### config.mk
export PLATFORM = sky130hd
export DESIGN_NAME = ctc_div
export DESIGN_NICKNAME = d
export VERILOG_FILES = /design/src/ceiling_texture_coordinate_caster_assert.svh /design/src/ctc_div.sv
export SDC_FILE = /design/constraint.sdc
export NUM_CORES = 1
export LEC_CHECK = 0
export BUFFER_PORTS_ARGS = -buffer_cell sky130_fd_sc_hd__buf_4
export CELL_PAD_IN_SITES_DETAIL_PLACEMENT = 0
export CELL_PAD_IN_SITES_GLOBAL_PLACEMENT = 1
export CORE_MARGIN = 4
export CORE_UTILIZATION = 57
export DETAILED_ROUTE_END_ITERATION = 12
export GPL_ROUTABILITY_DRIVEN = 0
export PLACE_DENSITY = 0.95
export SLEW_MARGIN = 20
export SYNTH_ARGS = -nofsm -noshare
export SYNTH_HDL_FRONTEND = slang
export SYNTH_SLANG_ARGS = --single-unit
### constraint.sdc
create_clock -name clk -period 5.8 [get_ports clk]
set_input_delay 1.16 -clock clk [delete_from_list [all_inputs] [get_ports clk]]
set_output_delay 1.16 -clock clk [all_outputs]
set_load 0.005 [all_outputs]
### src/ceiling_texture_coordinate_caster_assert.svh
// assertion macros for the ceiling texture coordinate caster
// expects clk and arst_n in the scope of each use
`ifndef CEILING_TEXTURE_COORDINATE_CASTER_ASSERT_SVH
`define CEILING_TEXTURE_COORDINATE_CASTER_ASSERT_SVH
`ifndef ASSERT_OFF
`define CTC_ASSERT_ALWAYS(name, cond) \
	name: assert property (@(posedge clk) disable iff (!arst_n) (cond)) \
		else $error("ctc check failed");
`define CTC_ASSERT_IMPL(name, ante, cons) \
	name: assert property (@(posedge clk) disable iff (!arst_n) (ante) |-> (cons)) \
		else $error("ctc check failed");
`define CTC_ASSERT_NEXT(name, ante, cons) \
	name: assert property (@(posedge clk) disable iff (!arst_n) (ante) |=> (cons)) \
		else $error("ctc check failed");
`else
`define CTC_ASSERT_ALWAYS(name, cond)
`define CTC_ASSERT_IMPL(name, ante, cons)
`define CTC_ASSERT_NEXT(name, ante, cons)
`endif
`endif

### src/ctc_div.sv
// pipelined restoring divider, one quotient bit per stage
// the caller guarantees the initial remainder is below the divisor
module ctc_div #(
	parameter int RW = 15,
	parameter int QW = 14,
	parameter int SW = 8
) (
	input  logic          clk,
	input  logic          arst_n,
	input  logic          en,
	input  logic          req_vld,
	input  logic [RW-1:0] rem_init,
	input  logic [QW-1:0] num_low,
	input  logic [RW-1:0] divisor,
	input  logic [SW-1:0] side,
	output logic          quo_vld,
	output logic [QW-1:0] quotient,
	output logic [SW-1:0] quo_side
);

	logic          vld_s  [QW];
	logic [RW-1:0] rem_s  [QW];
	logic [QW-1:0] bits_s [QW];
	logic [QW-1:0] quo_s  [QW];
	logic [RW-1:0] den_s  [QW];
	logic [SW-1:0] side_s [QW];

	for (genvar k = 0; k < QW; k++) begin : g_step
		logic          v_in;
		logic [RW-1:0] r_in;
		logic [QW-1:0] b_in;
		logic [QW-1:0] q_in;
		logic [RW-1:0] d_in;
		logic [SW-1:0] s_in;
		logic [RW:0]   trial;
		logic          ge;

		if (k == 0) begin : g_first
			assign v_in = req_vld;
			assign r_in = rem_init;
			assign b_in = num_low;
			assign q_in = '0;
			assign d_in = divisor;
			assign s_in = side;
		end else begin : g_next
			assign v_in = vld_s[k-1];
			assign r_in = rem_s[k-1];
			assign b_in = bits_s[k-1];
			assign q_in = quo_s[k-1];
			assign d_in = den_s[k-1];
			assign s_in = side_s[k-1];
		end

		assign trial = {r_in, b_in[QW-1]};
		assign ge    = trial >= {1'b0, d_in};

		always_ff @(posedge clk or negedge arst_n) begin
			if (!arst_n) begin
				vld_s[k] <= 1'b0;
			end else if (en) begin
				vld_s[k] <= v_in;
			end
		end

		always_ff @(posedge clk) begin
			if (en) begin
				rem_s[k]  <= ge ? RW'(trial - {1'b0, d_in}) : RW'(trial);
				bits_s[k] <= b_in << 1;
				quo_s[k]  <= QW'({q_in, ge});
				den_s[k]  <= d_in;
				side_s[k] <= s_in;
			end
		end
	end

	assign quo_vld  = vld_s[QW-1];
	assign quotient = quo_s[QW-1];
	assign quo_side = side_s[QW-1];

endmodule

==> summary.md <==
| Metric | Value |
|---|---|
| Outcome | completed |
| GRT Util Overall | 18.1% |
| WP data arrival | 4.00 ns |
| Met3 routed WL | about 2400 um |
| PostCTS Resize Cnt | 0 |
| Initial DRC Count | about 1400 |
| Post-route clock period utilization | 62.9% |
| Fillers | 4226 |
| Smallest hold slack | 0.383 ns |
| Yosys warnings | 0 |
| Top routing layer used | met4 |
| Final cell count without fillers | 3537 |
| Synthesized cell area | between 30000 and 40000 um2 |
| Final setup fails | 0 |
| Min Clock Period, post-route | 3.65 ns |
| Syn avg cell area | 13.2 um2 |
| Most frequent cells in the layout | 698 x edfxtp_1, 252 x inv_1, 210 x ha_1, 165 x a21oi_1, 156 x nor2_1 |
| Area leader, netlist | edfxtp_1 |
| Design area | 38100 um2 |
| Average wire per standard cell | around 16 um |
| Max cap viols | 0 |
| Global-route wire length before repair | 96100 um |
| Drc violations | 0 |
| Post-CTS Setup Bufs | 0 |
| Setup WS pre-CTS | 1.62 ns |
| Multi-input logic area | approximately 12000 um2 |
| HPWL after DPL | roughly 41000 um |
| CTS H-tree depth | 3 |
| Final Net Count | 2983 |
| Pleak | roughly 15 nW |
| Grt ovf | 0 |
| Fin. max-slew vios | 0 |
| Startpoint Class | register |
| Post-layout util | ~65% |
| Final ANT Viol Nets | 0 |
| Rows | 89 |
| Peak VDD IR | just over 0.3 mV |
| WL met2 | 30700 um |
| Total die area | 63700 um2 |
| Core area | 59000 um2 |
| Drt total wl | 58100 um |
| Fin Setup TNS | 0 ns |
| Cells after synthesis | 2580 |
| Vias per inst | approximately 5.7 |
| CTS tree | built |
| Hold_buf cts | 0 |
| Worst Skew | 0.0239 ns |
| Power Density | 514 nW/um2 |
| Tightest Pin Transition | approximately 1.1 ns |
| Area post-placement | 35600 um2 |
| Placed Cells | 3400 |
| Clock buffer count from CTS | 75 |
| Overall power | 19.6 mW |
| Pre-antenna DRT Iters | 5 |
| Clk sinks | 712 |
| Die Height | 252 um |
| Fraction of registers with async set/reset | 1.97% |
| Post-synthesis sequential area ratio | 62.6% |
| WP data required | 6.15 ns |
| Most common cell after layout, fill and taps aside | edfxtp_1 |
| Cell variety after synth | 74 |
| Yosys reg bits | 712 |
| Worst-skew pair later-pin latency | 0.62 ns |
| Initial antenna violation count | 0 |
| Crit Path Category | register to register |
| DR vias | 20300 |
| CP max FO | 22 |
| Syn_nets | 2859 |
| Ant. Diodes | 0 |
| Synth area leaders | edfxtp_1 62%, ha_1 7.7%, mux2_2 3.1% |
| # IOs | 79 |
| Initial core utilization | between 50 and 60% |
| Critical path endpoint category | register |
| Seq. cell area | 21300 um2 |
| Die X | 252 um |
| Vias in the first global route | 20400 |
| Post-synth top area share | about 60% |
| Worst hold path class | input port to async pin |
| Hold Violations, Final | 0 |
| EDFF count, synth | 698 |
| Final Worst Setup Slack | 2.15 ns |
| Top FF cell, synth | edfxtp_1 |
| Root Driver | clkbuf_16 |
| Slew HR | 29.9% |
| RSZ-0062 raised after global routing | false |
| Layout cells sized above 1 | 12.3% |
| IO buf count | 78 |
| CTS Buffer Depth | 3 |
| Largest net degree at the start of global routing | 153 |
| Worst-path clk slew | 0.06 ns |
| Wl on met1 | 23100 um |
| Fmax | 0.274 GHz |
| P&R area growth vs syn | 12.0% |
area by class of cell:
class                      instances  share of cell area [%]
clock inverter                    48                    1.38
clock buffer                      89                    5.26
sequential                       712                    55.9
multi-input combinational       1569                    30.4
timing repair buffer              94                    2.00
inverter                         252                    2.48
tap                              773                    2.54
report_power, final:
part / internal, mW / switching, mW
Sequential: 7.13 / 0.493
Clock: 2.86 / 1.97
Combinational: 3.22 / 3.92
Total: 13.2 / 6.38
logic make-up (layout without fill, tap and decap cells):
kind of cell    after synthesis  after routing  synth area share, %
xor+xnor                    126            126                 3.24
buf+inv                     299            483                 3.42
flops                       712            712                 62.6
simple gates                517            517                 7.13
mux                         117            117                 3.96
fa+ha+maj                   223            223                 8.49
compound gates              586            586                 11.1
metal layers:
layer,vias up,global-route usage [%]
li1,9865,-
met1,9783,20.7
met2,505,33.6
met3,144,3.05
met4,0,7.38
met5,-,0
cells in the mapped netlist (9+ instances only):
cell / instances
nor2_1: 156
nand2_1: 140
inv_1: 252
xor2_1: 57
o2111ai_1: 9
o211ai_1: 16
nor2b_1: 37
nor3_1: 36
ha_1: 210
o31ai_1: 17
a21oi_1: 165
o21a_1: 45
fa_1: 13
o31a_1: 16
mux2i_1: 12
mux2_4: 12
mux2_2: 93
nand3_1: 38
nand4_1: 23
a21o_1: 38
xnor2_1: 69
and3_1: 13
a31oi_1: 20
o21ai_0: 150
edfxtp_1: 698
a211oi_1: 18
clkbuf_1: 38
dfrtp_1: 14
nand2b_1: 34
state kept, by name (all words and copies together) (netlist names):
| register | cells |
|---|---|
| den_s | 195 |
| rem_s | 195 |
| side_s | 112 |
| quo_s | 105 |
| bits_s | 91 |
| g_step.v_in | 13 |
| quo_vld | 1 |
final timing paths:
kind	from	endpoint	slack [ns]	cells past startpoint
worst max-delay path	bits_s[0][64]	rem_s[0][85]	2.15	9
worst min-delay path	arst_n	g_step[9].v_in	0.38	1
worst max register to register	bits_s[0][64]	rem_s[0][85]	2.15	9
worst min register to register	quo_s[8][2]	quo_s[9][3]	0.41	0
max in group asynchronous	arst_n	g_step[8].v_in	5.24	1
min in group clk	quo_s[8][2]	quo_s[9][3]	0.41	0
worst max-delay path, stage by stage (launching register included):
cell	delay (ns)
edfxtp_1	0.35
inv_1	0.05
ha_1	0.21
fa_1	0.41
nand2b_1	0.19
a21oi_1	0.38
a41oi_1	0.13
o311ai_0	0.42
a2bb2oi_2	0.82
mux2_2	0.42
Power figures use the tool's default switching activity.
