<file path="config.mk">
export PLATFORM = sky130hd
export DESIGN_NAME = ctc_sin
export DESIGN_NICKNAME = d
export VERILOG_FILES = /design/src/ceiling_texture_coordinate_caster_assert.svh /design/src/ctc_pkg.sv /design/src/ctc_sin.sv
export SDC_FILE = /design/constraint.sdc
export NUM_CORES = 2
export LEC_CHECK = 0
export ABC_AREA = 1
export BUFFER_PORTS_ARGS = -buffer_cell sky130_fd_sc_hd__buf_2
export CORE_MARGIN = 2
export CORE_UTILIZATION = 51
export CTS_BUF_LIST = sky130_fd_sc_hd__clkbuf_8
export CTS_CLUSTER_SIZE = 20
export DETAILED_ROUTE_END_ITERATION = 8
export PLACE_DENSITY = 0.7
export SYNTH_ARGS = -nofsm -noshare
export SYNTH_HDL_FRONTEND = slang
export SYNTH_SLANG_ARGS = --single-unit
</file>
<file path="constraint.sdc">
create_clock -name clk -period 11.2 [get_ports clk]
set_clock_uncertainty 0.1 [all_clocks]
set_input_delay 1.12 -clock clk [delete_from_list [all_inputs] [get_ports clk]]
set_output_delay 1.12 -clock clk [all_outputs]
set_load 0.01 [all_outputs]
</file>
<file path="src/ceiling_texture_coordinate_caster_assert.svh">
// assertion macros for the ceiling texture coordinate caster
// expects clk and arst_n in the scope of each use
`ifndef CEILING_TEXTURE_COORDINATE_CASTER_ASSERT_SVH
`define CEILING_TEXTURE_COORDINATE_CASTER_ASSERT_SVH
`ifndef ASSERT_OFF
`define CTC_ASSERT_ALWAYS(name, cond) \
	name: assert property (@(posedge clk) disable iff (!arst_n) (cond)) \
		else $error("ctc check failed");
`define CTC_ASSERT_IMPL(name, ante, cons) \
	name: assert property (@(posedge clk) disable iff (!arst_n) (ante) |-> (cons)) \
		else $error("ctc check failed");
`define CTC_ASSERT_NEXT(name, ante, cons) \
	name: assert property (@(posedge clk) disable iff (!arst_n) (ante) |=> (cons)) \
		else $error("ctc check failed");
`else
`define CTC_ASSERT_ALWAYS(name, cond)
`define CTC_ASSERT_IMPL(name, ante, cons)
`define CTC_ASSERT_NEXT(name, ante, cons)
`endif
`endif

</file>
<file path="src/ctc_pkg.sv">
// shared types and constants of the ceiling texture coordinate caster
// no dependencies
package ctc_pkg;

	// configuration register indexes
	typedef enum logic [2:0] {
		REG_PLAYER_X      = 3'd0,
		REG_PLAYER_Y      = 3'd1,
		REG_PLAYER_ANGLE  = 3'd2,
		REG_FIELD_OF_VIEW = 3'd3,
		REG_HORIZON_ROW   = 3'd4,
		REG_SCREEN_WIDTH  = 3'd5,
		REG_SCREEN_HEIGHT = 3'd6
	} cfg_reg_t;

	// sine polynomial coefficients
	localparam logic [16:0] SIN_A = 17'd102944;
	localparam logic [15:0] SIN_B = 16'd42047;
	localparam logic [12:0] SIN_C = 13'd4640;
	localparam logic [14:0] SIN_ONE = 15'd16384;

	// distance clamp, 20.0 in q5.11
	localparam logic [15:0] DIST_MAX = 16'd40960;

	// sideband through the offset divider
	typedef struct packed {
		logic        neg;
		logic [11:0] x;
		logic [11:0] y;
		logic [15:0] row;
	} div1_side_t;

	// sideband through the sine stages
	typedef struct packed {
		logic [11:0] x;
		logic [11:0] y;
		logic [15:0] row;
	} sin_side_t;

	// sideband through the distance divider
	typedef struct packed {
		logic [11:0]        x;
		logic [11:0]        y;
		logic signed [15:0] rx;
		logic signed [15:0] ry;
		logic               sat;
	} div2_side_t;

	// one finished result
	typedef struct packed {
		logic [11:0] x;
		logic [11:0] y;
		logic [5:0]  u;
		logic [5:0]  v;
		logic [15:0] ceil_dist;
	} res_t;

endpackage

</file>
<file path="src/ctc_sin.sv">
// four stage pipelined sine of a 16 bit turn angle, q1.14 result
// uses ctc_pkg for the polynomial coefficients
module ctc_sin (
	input  logic               clk,
	input  logic               en,
	input  logic [15:0]        angle,
	output logic signed [15:0] sine
);

	logic [14:0] t_c;
	logic [29:0] sq_c;
	logic [14:0] t_s1, t2_s1;
	logic        neg_s1;

	logic [27:0] p_c;
	logic [15:0] inner_s2;
	logic [14:0] t_s2, t2_s2;
	logic        neg_s2;

	logic [30:0] pm_c;
	logic [16:0] mid_s3;
	logic [14:0] t_s3;
	logic        neg_s3;

	logic [31:0] pr_c;
	logic [15:0] s_c;
	logic [15:0] sc_c;

	// fold the quadrant onto 0..quarter turn
	assign t_c  = angle[14] ? (ctc_pkg::SIN_ONE - {1'b0, angle[13:0]}) : {1'b0, angle[13:0]};
	assign sq_c = {15'd0, t_c} * {15'd0, t_c};

	always_ff @(posedge clk) begin
		if (en) begin
			t_s1   <= t_c;
			t2_s1  <= sq_c[28:14];
			neg_s1 <= angle[15];
		end
	end

	assign p_c = {13'd0, t2_s1} * {15'd0, ctc_pkg::SIN_C};

	always_ff @(posedge clk) begin
		if (en) begin
			inner_s2 <= ctc_pkg::SIN_B - {2'd0, p_c[27:14]};
			t_s2     <= t_s1;
			t2_s2    <= t2_s1;
			neg_s2   <= neg_s1;
		end
	end

	assign pm_c = {16'd0, t2_s2} * {15'd0, inner_s2};

	always_ff @(posedge clk) begin
		if (en) begin
			mid_s3 <= ctc_pkg::SIN_A - {{16{1'b0}}, 1'b0} - 17'(pm_c[30:14]);
			t_s3   <= t_s2;
			neg_s3 <= neg_s2;
		end
	end

	assign pr_c = {17'd0, t_s3} * {15'd0, mid_s3};
	assign s_c  = pr_c[31:16];
	assign sc_c = (s_c > {1'b0, ctc_pkg::SIN_ONE}) ? {1'b0, ctc_pkg::SIN_ONE} : s_c;

	always_ff @(posedge clk) begin
		if (en) begin
			sine <= neg_s3 ? -$signed(sc_c) : $signed(sc_c);
		end
	end

endmodule

</file>
==> flow_metrics.py <==
metrics = {
    "min_path": {
        "hp-class": "reg -> reg",
        "whs_endpoint": "t_s2[3]$_DFFE_PP_",
        "min_from": "t_s1[3]$_DFFE_PP_",
        "holdPathStages": 0,
    },
    "sta": {
        "holdWs_ps": 302,
        "slew_headroom_pct": 37.1,
        "slew_violations": 0,
        "fin_ws_ps": 2570,
        "hold_viol": 0,
        "tightest_slew_ps": 943,
        "fmax_ghz": 0.116,
        "min_period_ps": 8630,
        "setup_violations": 0,
        "finalSetupTns_ps": 0,
        "rsz0062_at_grt": "false",
        "period_share_pct": 77.0,
    },
    "logic_synthesis": {
        "synthSimpleGateAreaFrac_pct": 17.5,
        "synth_compound_area_share_pct": 4.04,
        "async_reset_ff_share_pct": 0,
        "avgSynthCellArea_sq_um": 8.10,
        "synthMuxAreaShare_pct": 0,
        "yosysMostFrequentCell": "inv_1",
        "syn_area_sq_um": 29200,
        "synth-seq-area-share_pct": 13.0,
        "synth-edff-count": 127,
        "ys_ff_latch": 127,
        "synthTopCellsByCount": "982 x inv_1, 922 x nand2_1, 515 x fa_1",
        "synthCells": 3610,
        "yosys.area.top_type": "fa_1",
        "synth_fa_ha_area_share_pct": 49.0,
        "synth_ff_type": "edfxtp_1",
        "yosys-top-cells-area": "fa_1 35%, ha_1 14%, edfxtp_1 13%",
        "synth_xor_area_share_pct": 2.22,
        "synth_top_family_by_area": "adder cells",
        "ys_types": 51,
        "synth_top_area_share_pct": 35.3,
        "ys.warnings.count": 0,
    },
    "setup_path": {
        "worstPathMaxFanout": 11,
        "end_kind": "flip-flop",
        "startpoint": "angle[0]",
        "r2r_end": "sine[12]$_DFFE_PP_",
        "cpMaxStageDelayCell": "fa_1",
        "cpPeakStageDelay_ps": 520,
        "crit-reg2reg-launch": "t_s3[3]$_DFFE_PP_",
        "critPathKind": "in -> reg",
        "reg2reg_depth": 29,
        "arrival_ps": 8770,
        "worst_ep_required_time_ps": 11340,
        "start_kind": "input pin",
        "reg2reg_slack_ps": 3540,
        "crit_path_frequent_cell": "inv_1",
    },
    "clock_network": {
        "cts_tree": "yes",
        "cts.clk_slew.worst_paths_ps": 100,
        "worst_skew_pair.late_latency_ps": 500,
        "cts_setup_buffers": 0,
        "htree_levels": 4,
        "cts_hold_buf": 0,
        "cts_resized": 0,
        "clk_path_buf_depth": 2,
        "numCtsBuffers": 17,
        "cts_sinks": 127,
        "clockRootBuffer": "clkbuf_8",
    },
    "global_route": {
        "grt_max_degree": 70,
        "grt-ovfl-total": 0,
        "grt_first_pass_wirelength_um": 116000,
        "grt_pass1_vias": 23100,
        "antenna_found_initial": 0,
        "track_usage_pct": 24.7,
    },
    "route": {
        "drc": 0,
        "vias": 22100,
        "vias_per_cell": 5.09,
        "wl_per_cell_um": 15.9,
        "drt-initial-drc-count": 1289,
        "drt.antenna.violating_nets": 0,
        "drtPass1Iterations": 5,
        "drt_wl_total_um": 69100,
    },
    "run": {
        "max_cap_viol_count": 0,
    },
    "floorplanning": {
        "core_sq_um": 56500,
        "initial_core_util_pct": 51.8,
        "die_x_um": 243,
        "design.die.area_sq_um": 59300,
        "die_y_um": 243,
        "io_pins": 34,
        "fp-row-count": 87,
    },
    "status": {
        "status": "finished clean",
    },
    "cells_and_area": {
        "area_growth_syn_to_layout_pct": 3.97,
        "layout.nets": 4421,
        "diodes": 0,
        "utilization_pct": 53.8,
        "drive_gt1_share_pct": 2.93,
    },
    "placement": {
        "hpwlAfterDp_um": 57300,
        "gp_congestion": 0.914,
        "dp_slack_ps": 2090,
        "portBuffers": 33,
    },
}
==> critical path, delay by kind of cell <==
kind / cells / cell delay, ps
compound gates: 6 / 1090
buf+inv: 13 / 1580
simple gates: 9 / 1310
xor+xnor: 1 / 100
fa+ha+maj: 8 / 3540
==> metal layers <==
| metal | vias to the layer above | share of wire, % | global-route usage, % |
|---|---|---|---|
| li1 | 10500 | - | - |
| met4 | 0 | 3.8 | 9.20 |
| met3 | 146 | 6.0 | 3.02 |
| met5 | - | 0 | 0 |
| met2 | 718 | 50 | 43.8 |
| met1 | 10700 | 41 | 30.8 |
==> area by class of cell <==
class	instances	area (sq um)
clock inverter	15	183
clock buffer	17	234
fill	5252	26100
multi-input combinational	2391	21300
timing repair buffer	34	179
inverter	996	3740
sequential	127	3810
tap	756	946
==> sequential cells by signal (all words and copies together) (netlist names) <==
| name | cells |
|---|---|
| t_s2 | 15 |
| inner_s2 | 16 |
| t_s3 | 15 |
| sine | 16 |
| t_s1 | 15 |
| neg_s3 | 1 |
| neg_s1 | 1 |
| neg_s2 | 1 |
| t2_s1 | 15 |
| mid_s3 | 17 |
| t2_s2 | 15 |
==> kinds of logic (layout without fill, tap and decap cells) <==
kind of cell               Yosys count  after routing
AOI/OAI and AO/OA                  205            205
xor gates and xnor gates            74             74
adders and majority gates          836            836
buffers and inverters             1100           1062
DFF                                127            127
other                                2             10
and+or+nand+nor                   1266           1266
==> cells in the final DEF (no fill, tap or decap), types with 13 or more instances in the layout <==
| cell type | count |
|---|---|
| a21oi_1 | 100 |
| buf_2 | 32 |
| clkbuf_8 | 17 |
| edfxtp_1 | 127 |
| fa_1 | 515 |
| ha_1 | 321 |
| inv_1 | 982 |
| nand2_1 | 922 |
| nand2_2 | 14 |
| nand3_1 | 69 |
| nand4_1 | 17 |
| nor2_1 | 177 |
| nor3_1 | 31 |
| o21ai_0 | 35 |
| o21ai_1 | 13 |
| o21bai_1 | 15 |
| xnor2_1 | 28 |
| xor2_1 | 46 |
==> worst max path at each step <==
stage | end | slack (ps)
3_5_place_dp | t2_s1[14]$_DFFE_PP_ | 2090
4_1_cts | t2_s1[14]$_DFFE_PP_ | 2640
5_1_grt | t2_s1[14]$_DFFE_PP_ | 1940
6_report | t2_s1[14]$_DFFE_PP_ | 2570
3_3_place_gp | t2_s1[14]$_DFFE_PP_ | 2210
2_1_floorplan | t2_s1[14]$_DFFE_PP_ | 3100
==> per-stage QoR <==
step                cell area, sq um  instances
floorplan                      29300       3618
global placement               30000       4304
detailed placement             30000       4304
CTS                            30400       4336
global route                   30400       4336
finish                         30400       4336
Power is not shown: default switching activity piles up to over one toggle a cycle in this logic, so the estimate is an artifact.
